## config.mk

```make
export PLATFORM = sky130hd
export DESIGN_NAME = slc_csr
export DESIGN_NICKNAME = d
export VERILOG_FILES = /design/src/design/slc_pkg.sv /design/src/design/slc_csr.sv
export SDC_FILE = /design/constraint.sdc
export NUM_CORES = 1
export LEC_CHECK = 0
export ABC_AREA = 1
export BUFFER_PORTS_ARGS = -buffer_cell sky130_fd_sc_hd__buf_4
export CORE_UTILIZATION = 35
export CTS_CLUSTER_DIAMETER = 100
export DETAILED_ROUTE_END_ITERATION = 8
export HOLD_SLACK_MARGIN = 0.12
export PLACE_DENSITY = 0.8
export SLEW_MARGIN = 15
export SYNTH_ARGS = -nofsm -noshare
export SYNTH_HDL_FRONTEND = slang
export SYNTH_SLANG_ARGS = --single-unit
```

## constraint.sdc

```tcl
create_clock -name clock -period 0.99 [get_ports clock]
set_clock_uncertainty 0.2 [all_clocks]
set_input_delay 0.099 -clock clock [delete_from_list [all_inputs] [get_ports clock]]
set_output_delay 0.099 -clock clock [all_outputs]
set_load 0.02 [all_outputs]
```

## src/design/slc_pkg.sv

```systemverilog
// Shared types and constants for the set-associative LRU cache model.
// No dependencies; every design file but slc_line_ram uses this package.

package slc_pkg;

   // Geometry of the line store.
   localparam int MAX_SET_BITS = 6;
   localparam int MAX_WAYS     = 8;
   localparam int STAMP_WIDTH  = 32;

   localparam int SET_W      = (MAX_SET_BITS > 0) ? MAX_SET_BITS : 1;
   localparam int WAY_W      = (MAX_WAYS > 1) ? $clog2(MAX_WAYS) : 1;
   localparam int WCNT_W     = $clog2(MAX_WAYS + 1);
   localparam int LINE_ADDR_W = SET_W + WAY_W;
   localparam int LINE_COUNT = 2 ** LINE_ADDR_W;

   // Field widths fixed by the interface.
   localparam int ADDR_W   = 64;
   localparam int TAG_W    = 64;
   localparam int COUNT_W  = 32;
   localparam int SB_W     = 3;
   localparam int BB_W     = 5;
   localparam int WAYS_W   = 4;
   localparam int SHIFT_W  = 6;

   // Configuration port.
   localparam int CSR_ADDR_W = 4;
   localparam int CSR_DATA_W = 32;
   localparam int CSR_IDX_W  = CSR_ADDR_W - 2;

   typedef logic [CSR_IDX_W-1:0] csr_idx_type;
   localparam csr_idx_type CSR_SET_BITS   = csr_idx_type'(0);
   localparam csr_idx_type CSR_BLOCK_BITS = csr_idx_type'(1);
   localparam csr_idx_type CSR_WAYS       = csr_idx_type'(2);

   typedef enum logic [1:0] {
      OUT_HIT   = 2'd0,
      OUT_FREE  = 2'd1,
      OUT_EVICT = 2'd2
   } outcome_type;

   typedef struct packed {
      logic [SB_W-1:0]   set_bits;
      logic [BB_W-1:0]   block_bits;
      logic [WAYS_W-1:0] ways_in_use;
   } cfg_type;

   typedef struct packed {
      logic                   valid;
      logic [TAG_W-1:0]       tag;
      logic [STAMP_WIDTH-1:0] stamp;
   } line_type;

   localparam int LINE_W = $bits(line_type);

   // Result of one pass of the way scan.
   typedef struct packed {
      logic             hit;
      logic [WAY_W-1:0] hit_way;
      logic             free;
      logic [WAY_W-1:0] free_way;
      logic [WAY_W-1:0] victim_way;
   } scan_type;

endpackage

```

## src/design/slc_csr.sv

```systemverilog
// APB-style configuration registers: set bits, block bits, ways in use.
// Uses slc_pkg for the register map and the configuration struct.

module slc_csr (
   input  logic                             clock,
   input  logic                             reset,
   input  logic                             psel,
   input  logic                             penable,
   input  logic                             pwrite,
   input  logic [slc_pkg::CSR_ADDR_W-1:0]   paddr,
   input  logic [slc_pkg::CSR_DATA_W-1:0]   pwdata,
   output logic [slc_pkg::CSR_DATA_W-1:0]   prdata,
   output logic                             pready,
   output slc_pkg::cfg_type                 cfg
);
   import slc_pkg::*;

   logic [SB_W-1:0]   set_bits_ff, set_bits_in;
   logic [BB_W-1:0]   block_bits_ff, block_bits_in;
   logic [WAYS_W-1:0] ways_ff, ways_in;
   logic              wr_fire;
   csr_idx_type       idx;

   assign pready  = 1'b1;
   assign wr_fire = psel && penable && pwrite && pready;
   assign idx     = paddr[CSR_ADDR_W-1:2];

   always_comb begin
      set_bits_in   = set_bits_ff;
      block_bits_in = block_bits_ff;
      ways_in       = ways_ff;
      if (wr_fire) begin
         unique case (idx)
            CSR_SET_BITS:   set_bits_in   = pwdata[SB_W-1:0];
            CSR_BLOCK_BITS: block_bits_in = pwdata[BB_W-1:0];
            CSR_WAYS:       ways_in       = pwdata[WAYS_W-1:0];
            default: ;
         endcase
      end
   end

   always_comb begin
      unique case (idx)
         CSR_SET_BITS:   prdata = CSR_DATA_W'(set_bits_ff);
         CSR_BLOCK_BITS: prdata = CSR_DATA_W'(block_bits_ff);
         CSR_WAYS:       prdata = CSR_DATA_W'(ways_ff);
         default:        prdata = '0;
      endcase
   end

   always_ff @(posedge clock) begin
      if (reset) begin
         set_bits_ff   <= '0;
         block_bits_ff <= '0;
         ways_ff       <= WAYS_W'(1);
      end else begin
         set_bits_ff   <= set_bits_in;
         block_bits_ff <= block_bits_in;
         ways_ff       <= ways_in;
      end
   end

   assign cfg.set_bits    = set_bits_ff;
   assign cfg.block_bits  = block_bits_ff;
   assign cfg.ways_in_use = ways_ff;

endmodule

```

==> flow_summary_export.csv <==
group,metric,value,unit
run_status,status,"finished with violations",
yosys,yosysWarningCount,0,
clock_tree,clkSinkCount,12,
timing,timing.final.hold_violations,12,
timing,setup_violations,17,
worst_setup_path,slowest_delay,340,ps
timing,whs,-125,ps
final_layout,multi_input_area,493,um2
worst_setup_path,crit_chain,"nand2_2, nand3_2, buf_6",
drt,drc,0,
power_and_ir_drop,finalPower,0.00124,W
final_layout,final_area,1290,um2
worst_hold_path,hp-class,"in2reg",
timing,slew_viol_final,0,
worst_setup_path,reg2reg_slack,10,ps
drt,wire_per_inst,9.72,um
floorplanning,fp.coreArea,2230,um2
grt,grt_pass1_vias,776,
placed_design,hpwl,1350,um
worst_setup_path,critPathCaptureType,"output port",
clock_tree,htree_num_levels,1,
worst_setup_path,critPathMaxFanout,2,
grt,grt_usage,16.2,%
power_and_ir_drop,power_density,958,nW/um2
yosys,yosysSeqAreaShare,28.9,%
placed_design,placed_cell_area,1020,um2
worst_setup_path,cp_slowest_cell,"dfxtp_2",
power_and_ir_drop,peakVddDrop,0.000798,V
clock_tree,clkTransAtPathRegs,80,ps
yosys,ys_types,13,
worst_setup_path,critPathKind,"reg2out",
power_and_ir_drop,leakage,0.674,nW
clock_tree,clk_path_buf_depth,2,
timing,finalCriticalPeriod,1190,ps
yosys,synthFlopType,"dfxtp_1",
timing,worst_slack,-201,ps
clock_tree,numCtsBuffers,3,
floorplanning,die_w,50.8,um
floorplanning,die-height,50.8,um
drt,drt_iter0_drc,8,
worst_setup_path,start_kind,"register",
run_status,violations,"negative hold slack, negative setup slack",
clock_tree,cts_tree,"yes",
clock_tree,cts_hold_buffers,1,
drt,viasPerCell,4.19,
drt,wirelength,1950,um
yosys,synth_area,832,um2
timing,rsz0062_at_grt,"true",
grt,grt_max_degree,13,
drt,ant_nets,0,
yosys,async_reset_ff_share,0,%
final_layout,fillers,209,
flow_run,cap_violations,0,
timing,max_freq,0.839,GHz
grt,grt_overflow_total,0,
final_layout,ff_latch_area,255,um2
yosys,synth_seq_cells,12,
drt,first_pass_iters,4,
worst_setup_path,reg2reg_depth,4,
final_layout,synthToLayoutAreaGrowth,55.0,%
worst_setup_path,cp_data_arrival_time,890,ps
placed_design,port_buffers,28,
timing,timing.final.crit_share,120,%
yosys,ys_top_cells_by_area,"dfxtp_1 (29%), buf_4 (25%), nand2_1 (13%)",
floorplanning,rows,17,
floorplanning,die_area,2580,um2
yosys,synth_top_area_share,28.9,%
floorplanning,io_pins,86,
yosys,synth_top_area_cell,"dfxtp_1",
worst_setup_path,critPathRequiredTime,690,ps
yosys,syn_inst,129,
placed_design,gp_congestion,0.803,
clock_tree,cts_root_buffer,"clkbuf_4",
drt,vias,843,
yosys,synth_common_cells,"buf_4 (28), nand2_1 (28), nor2_1 (26)",
grt,antenna_found_initial,0,
final_layout,antenna_cells,0,
worst_hold_path,hold_depth,3,
final_layout,layout.nets,215,
yosys,synth_edf_count,0,
timing,tns,-2560,ps
final_layout,drive_above_1_share,48.0,%
grt,grt_pass1_wl,3090,um
yosys,synth.avg_cell_area,6.45,um2
floorplanning,start_util,37.3,%
clock_tree,clkLatencyLatePin,280,ps
critical path: cells and delay by family, from the launching register on:
| family | cells | cell delay (ps) |
|---|---|---|
| buffers and inverters | 1 | 130 |
| flip-flops | 1 | 340 |
| AND/OR/NAND/NOR | 2 | 140 |
layout make-up:
class / count / area share, %
inverter: 10 / 2.91
clock buffer: 4 / 2.81
tap: 28 / 2.72
sequential: 12 / 19.8
timing repair buffer: 44 / 33.6
multi-input combinational: 103 / 38.2
per-layer routing:
| metal | routed length, um | track usage, % |
|---|---|---|
| met1 | 777 | 17.0 |
| met4 | 0 | 4.17 |
| met2 | 1040 | 28.7 |
| met5 | 0 | 0 |
| met3 | 138 | 7.88 |
worst paths after layout:
kind,from,to
max,block_bits_ff[1],prdata[1]
min,pwdata[0],ways_ff[0]
max reg2reg,block_bits_ff[2],block_bits_ff[2]
min reg2reg,ways_ff[3],ways_ff[3]
what timing repair did:
action                                 CTS  global route
gates resized for setup                 35            12
pin swaps                                6             6
setup endpoints to repair               17            22
buffers inserted                        10             1
endpoints found under the hold margin   12            12
cells by family after synthesis:
kind of cell | after synthesis | synth area share, %
buffers and inverters | 40 | 30.8
other | 2 | 0.903
DFF | 12 | 28.9
and+or+nand+nor | 74 | 38.8
AOI/OAI and AO/OA | 1 | 0.601
per-stage QoR:
stage	setup slack (ps)	hold WS, ps	util, %	std cells
2_1_floorplan	5.41	25.2	-	155
3_3_place_gp	-73.8	137	45.8	186
3_5_place_dp	-101	156	45.8	186
4_1_cts	-205	-50.5	56.1	201
5_1_grt	-236	-114	57.8	201
6_report	-201	-125	57.8	201
report_power, final:
| part | switching (W) | internal, W |
|---|---|---|
| clock | 0.000173 | 0.000224 |
| sequential | 0.00000901 | 0.000495 |
| combinational | 0.000216 | 0.000119 |
registers in the layout, indices dropped and copies added, names as in the netlist:
signal / count
set_bits_ff: 3
block_bits_ff: 5
ways_ff: 4
cells in the final DEF, fill, tap and decap left out:
master,synthesis,routed
buf_12,0,1
buf_4,28,19
buf_6,0,24
clkbuf_4,0,3
clkbuf_8,0,1
conb_1,2,28
dfxtp_2,0,12
inv_1,8,6
inv_2,2,4
nand2_1,28,19
nand2_2,0,9
nand3_1,16,13
nand3_2,0,3
nor2_1,26,23
nor2_2,1,1
nor2_4,3,6
o21ai_0,1,1
Power figures use the tool's default switching activity.
