<file path="src/design/slc_pkg.sv">
// Shared types and constants for the set-associative LRU cache model.
// No dependencies; every design file but slc_line_ram uses this package.

package slc_pkg;

   // Geometry of the line store.
   localparam int MAX_SET_BITS = 6;
   localparam int MAX_WAYS     = 8;
   localparam int STAMP_WIDTH  = 32;

   localparam int SET_W      = (MAX_SET_BITS > 0) ? MAX_SET_BITS : 1;
   localparam int WAY_W      = (MAX_WAYS > 1) ? $clog2(MAX_WAYS) : 1;
   localparam int WCNT_W     = $clog2(MAX_WAYS + 1);
   localparam int LINE_ADDR_W = SET_W + WAY_W;
   localparam int LINE_COUNT = 2 ** LINE_ADDR_W;

   // Field widths fixed by the interface.
   localparam int ADDR_W   = 64;
   localparam int TAG_W    = 64;
   localparam int COUNT_W  = 32;
   localparam int SB_W     = 3;
   localparam int BB_W     = 5;
   localparam int WAYS_W   = 4;
   localparam int SHIFT_W  = 6;

   // Configuration port.
   localparam int CSR_ADDR_W = 4;
   localparam int CSR_DATA_W = 32;
   localparam int CSR_IDX_W  = CSR_ADDR_W - 2;

   typedef logic [CSR_IDX_W-1:0] csr_idx_type;
   localparam csr_idx_type CSR_SET_BITS   = csr_idx_type'(0);
   localparam csr_idx_type CSR_BLOCK_BITS = csr_idx_type'(1);
   localparam csr_idx_type CSR_WAYS       = csr_idx_type'(2);

   typedef enum logic [1:0] {
      OUT_HIT   = 2'd0,
      OUT_FREE  = 2'd1,
      OUT_EVICT = 2'd2
   } outcome_type;

   typedef struct packed {
      logic [SB_W-1:0]   set_bits;
      logic [BB_W-1:0]   block_bits;
      logic [WAYS_W-1:0] ways_in_use;
   } cfg_type;

   typedef struct packed {
      logic                   valid;
      logic [TAG_W-1:0]       tag;
      logic [STAMP_WIDTH-1:0] stamp;
   } line_type;

   localparam int LINE_W = $bits(line_type);

   // Result of one pass of the way scan.
   typedef struct packed {
      logic             hit;
      logic [WAY_W-1:0] hit_way;
      logic             free;
      logic [WAY_W-1:0] free_way;
      logic [WAY_W-1:0] victim_way;
   } scan_type;

endpackage

</file>
<file path="src/design/slc_way_scan.sv">
// Shared compare unit: looks at one way per cycle while en is high and keeps
// the first hit, the first free way and the least recently used way. Uses slc_pkg.

module slc_way_scan (
   input  logic                            clock,
   input  logic                            reset,
   input  logic                            start,
   input  logic                            en,
   input  logic [slc_pkg::WAY_W-1:0]       way,
   input  slc_pkg::line_type               line,
   input  logic [slc_pkg::TAG_W-1:0]       tag,
   input  logic [slc_pkg::STAMP_WIDTH-1:0] stamp,
   output slc_pkg::scan_type               result
);
   import slc_pkg::*;

   logic                   hit_ff, hit_in;
   logic                   free_ff, free_in;
   logic [WAY_W-1:0]       hit_way_ff, hit_way_in;
   logic [WAY_W-1:0]       free_way_ff, free_way_in;
   logic [WAY_W-1:0]       victim_ff, victim_in;
   logic [STAMP_WIDTH-1:0] best_age_ff, best_age_in;
   logic [STAMP_WIDTH-1:0] age;
   logic                   match;

   assign age   = stamp - line.stamp;
   assign match = line.valid && (line.tag == tag);

   always_comb begin
      hit_in      = hit_ff;
      free_in     = free_ff;
      hit_way_in  = hit_way_ff;
      free_way_in = free_way_ff;
      victim_in   = victim_ff;
      best_age_in = best_age_ff;
      if (start) begin
         hit_in  = 1'b0;
         free_in = 1'b0;
      end else if (en) begin
         if (match && !hit_ff) begin
            hit_in     = 1'b1;
            hit_way_in = way;
         end
         if (!line.valid && !free_ff) begin
            free_in     = 1'b1;
            free_way_in = way;
         end
         // The first way seeds the search; ties keep the lower way.
         if ((way == '0) || (age > best_age_ff)) begin
            best_age_in = age;
            victim_in   = way;
         end
      end
   end

   always_ff @(posedge clock) begin
      if (reset) begin
         hit_ff  <= 1'b0;
         free_ff <= 1'b0;
      end else begin
         hit_ff  <= hit_in;
         free_ff <= free_in;
      end
   end

   always_ff @(posedge clock) begin
      hit_way_ff  <= hit_way_in;
      free_way_ff <= free_way_in;
      victim_ff   <= victim_in;
      best_age_ff <= best_age_in;
   end

   assign result.hit        = hit_ff;
   assign result.hit_way    = hit_way_ff;
   assign result.free       = free_ff;
   assign result.free_way   = free_way_ff;
   assign result.victim_way = victim_ff;

endmodule

</file>
<file path="config.mk">
export PLATFORM = sky130hd
export DESIGN_NAME = slc_way_scan
export DESIGN_NICKNAME = d
export VERILOG_FILES = /design/src/design/slc_pkg.sv /design/src/design/slc_way_scan.sv
export SDC_FILE = /design/constraint.sdc
export NUM_CORES = 1
export LEC_CHECK = 0
export BUFFER_PORTS_ARGS = -buffer_cell sky130_fd_sc_hd__buf_2
export CAP_MARGIN = 30
export CORE_MARGIN = 10
export CORE_UTILIZATION = 40
export CTS_CLUSTER_SIZE = 8
export DETAILED_ROUTE_END_ITERATION = 7
export PLACE_DENSITY = 0.76
export SLEW_MARGIN = 20
export SYNTH_ARGS = -nofsm -noshare
export SYNTH_HDL_FRONTEND = slang
export SYNTH_SLANG_ARGS = --single-unit
export TNS_END_PERCENT = 100
</file>
<file path="constraint.sdc">
create_clock -name clock -period 6.12 [get_ports clock]
set_input_delay 1.224 -clock clock [delete_from_list [all_inputs] [get_ports clock]]
set_output_delay 1.224 -clock clock [all_outputs]
set_load 0.1 [all_outputs]
</file>
==> reports/results.ini <==
[setup_path]
crit_path_start_kind=input pin
critical_path_arrival_ps=5420
cp.required_ps=6150
r2r-start=best_age_ff[23]$_DFFE_PP_
crit_chain=buf_2 > inv_1 > ha_1 > inv_1 > fa_1 > a211oi_1 > o21ai_1 > a21oi_2 > a21oi_2 > a21oi_1 > o21ai_0 > xor2_1 > ha_1 > nand3_1 > nor2_1 > nand3_1 > or4b_2 > nand3b_1 > a31oi_4 > buf_12
r2r-end=best_age_ff[5]$_DFFE_PP_
cp_num_buf_inv=4
setup.worst_path.end=best_age_ff[5]$_DFFE_PP_
rr_worst_depth=9
critPathLaunch=stamp[0]
critPathCaptureType=register
path_delay_family=compound AO/OA/AOI/OAI gates
cp_slowest_cell=or4b_2
r2r_slack_ps=3640
worstSetupPathDepth=20
cp_max_fo=26
max_stage_delay_ps=680
crit_type=input pin to register

[floorplan]
die_y_um=129
std_cell_rows=39
core-area_um2=11500
initial_core_util=0.412
ios=211
die_x_um=129
die_area_um2=16600

[placed_design]
io_buffer_count=210
dp_hpwl_um=12500
gp_congestion=0.870

[drt]
wire_per_inst_um=15.7
drtPass1Iterations=5
drc_errors=0
drt_iter0_drc=231
via_count=4577
routed_wl_um=14000
vias_per_cell=5.12
postRouteAntennaNets=0

[timing]
worst_pin_slew_ps=678
tns_ps=0
fin_skew_ps=6.47
rsz0062_at_grt=false
hold_violations=0
finalMaxSlewViolations=0
setup_viol=0
fmax_ghz=0.186
min_period_ps=5390
min_period_over_period=0.880
whs_ps=470
max_slew_margin=0.542

[logic_synthesis]
netlist_top_cells_count=inv_1 (89), ha_1 (63), xor2_1 (53)
ys_warn_count=0
avgSynthCellArea_um2=8.73
synth_top_area_cell=edfxtp_1
ys_async_sr_fraction=0
ys_types=56
ys_seq_area_frac=0.268
synth_top_area_share=0.259
synth_area_leaders=edfxtp_1 (26%), ha_1 (17%), xor2_1 (9.8%)
syn_inst=544
ys.flop_type=edfxtp_1
synthesis.area_um2=4750
syn_nets=808
synth_seq_cells=43
yosysMostFrequentCell=inv_1
synth_edf_count=41

[layout]
drive_gt1_frac=0.306
insertedDiodeCount=0
fin_nets=1014
syn_to_final_growth_pct=29.4

[clocking]
cts.repair.resized=0
h-tree-depth=2
clkSinkCount=43
postCtsSetupBuffers=0
path_clk_slew_ps=60
clock-root-buffer=clkbuf_16
cts_buffers=5
clock_latency_ps=280
postCtsHoldBufs=0
cts_tree=built
clock_path_buffers=2

[global_routing]
grt_max_degree=27
grt_pass1_vias=4604
grt_pass1_wl_um=22400
grt_usage=0.164
overflow=0
grt_antenna_before_repair=0

[min_path]
min-delay-path-class=register to register

[pwr]
p_per_area_nw_per_um2=193
p_leak_nw=3.18
finalPower_mw=1.19
vdd_drop_max_v=0.000139

[flow_run]
cap_violations=0

[outcome]
outcome=finished, final reports clean

layout by cell type, fill, tap and decap left out, types with 2 or more instances in the layout:
| cell type | synthesis | final |
|---|---|---|
| o2bb2ai_1 | 3 | 3 |
| and4_1 | 3 | 3 |
| nor2b_1 | 2 | 2 |
| nand2_1 | 20 | 20 |
| a211o_1 | 2 | 2 |
| o21ai_0 | 22 | 22 |
| o21bai_1 | 7 | 7 |
| xnor2_1 | 26 | 26 |
| nand2b_1 | 2 | 2 |
| bufinv_16 | 0 | 2 |
| edfxtp_1 | 41 | 41 |
| a21oi_1 | 36 | 36 |
| inv_1 | 89 | 89 |
| buf_2 | 3 | 210 |
| clkbuf_16 | 0 | 5 |
| and2_1 | 3 | 3 |
| a211oi_1 | 5 | 5 |
| nand3_1 | 8 | 8 |
| nor4_1 | 9 | 9 |
| o22ai_1 | 7 | 7 |
| a21oi_2 | 2 | 2 |
| nand4_1 | 17 | 17 |
| xor2_1 | 53 | 53 |
| a21o_1 | 32 | 32 |
| o21a_1 | 6 | 6 |
| nor3_1 | 10 | 10 |
| o2111ai_1 | 2 | 2 |
| a221oi_1 | 7 | 7 |
| dfxtp_1 | 2 | 2 |
| nor2_1 | 22 | 22 |
| o21ai_1 | 3 | 3 |
| ha_1 | 63 | 63 |
| or4_1 | 3 | 3 |
| a31oi_1 | 3 | 2 |
worst min path at each step:
| stage | from | endpoint | slack [ps] | cells after the start |
|---|---|---|---|---|
| 2_1_floorplan | hit_ff$_SDFFE_PP0P_ | hit_ff$_SDFFE_PP0P_ | 440 | 2 |
| 3_3_place_gp | hit_ff$_SDFFE_PP0P_ | hit_ff$_SDFFE_PP0P_ | 460 | 2 |
| 3_5_place_dp | hit_ff$_SDFFE_PP0P_ | hit_ff$_SDFFE_PP0P_ | 470 | 2 |
| 4_1_cts | hit_ff$_SDFFE_PP0P_ | hit_ff$_SDFFE_PP0P_ | 480 | 2 |
| 5_1_grt | hit_ff$_SDFFE_PP0P_ | hit_ff$_SDFFE_PP0P_ | 490 | 2 |
| 6_report | hit_ff$_SDFFE_PP0P_ | hit_ff$_SDFFE_PP0P_ | 470 | 2 |
stage by stage:
stage / utilization / instance area, um2 / cells / setup WS [ps]
finish: 0.534 / 6150 / 894 / 733
detailed placement: 0.517 / 5960 / 886 / 463
global route: 0.534 / 6150 / 894 / 460
CTS: 0.534 / 6150 / 894 / 722
floorplan: - / 4760 / 544 / 655
global placement: 0.517 / 5960 / 886 / 608
where the power goes:
group	internal, mW	switching (mW)
registers	0.361	0.00514
logic	0.220	0.266
clock network	0.234	0.102
sequential cells by signal (all words and copies together), names as in the netlist:
name	cells
best_age_ff	32
free_ff	1
free_way_ff	3
hit_ff	1
hit_way_ff	3
victim_ff	3
worst register-to-register path: stages, from the launching register on:
cell and delay (ps):
edfxtp_1 320, inv_1 40, ha_1 290, nand3_1 100, nor2_1 150, nand3_1 130, or4b_2 680, nand3b_1 170
a31oi_4 100, buf_12 240
layer usage:
metal | global-route usage | share of wire | up-vias
li1 | - | - | 2358
met1 | 0.211 | 0.45 | 2075
met2 | 0.281 | 0.49 | 130
met3 | 0.0398 | 0.060 | 14
met4 | 0.0201 | 0.0080 | 0
met5 | 0 | 0 | -
cells by family (layout without fill, tap and decap cells):
group                    count (synthesis)  count (layout)  synth area share
AND/OR/NAND/NOR                        106             106             0.117
XOR/XNOR                                79              79             0.146
adder cells (fa/ha/maj)                 64              64             0.170
AO/OA/AOI/OAI                          151             151             0.217
flip-flops                              43              43             0.268
buffers and inverters                  101             308            0.0822
area by class of cell:
class	instances	area [um2]
inverter	89	334
tap	143	179
timing repair buffer	211	1070
fill	1121	5370
clock inverter	2	60.1
sequential	43	1270
clock buffer	6	129
multi-input combinational	400	3100
No activity file was read; power rests on OpenSTA's default activity.
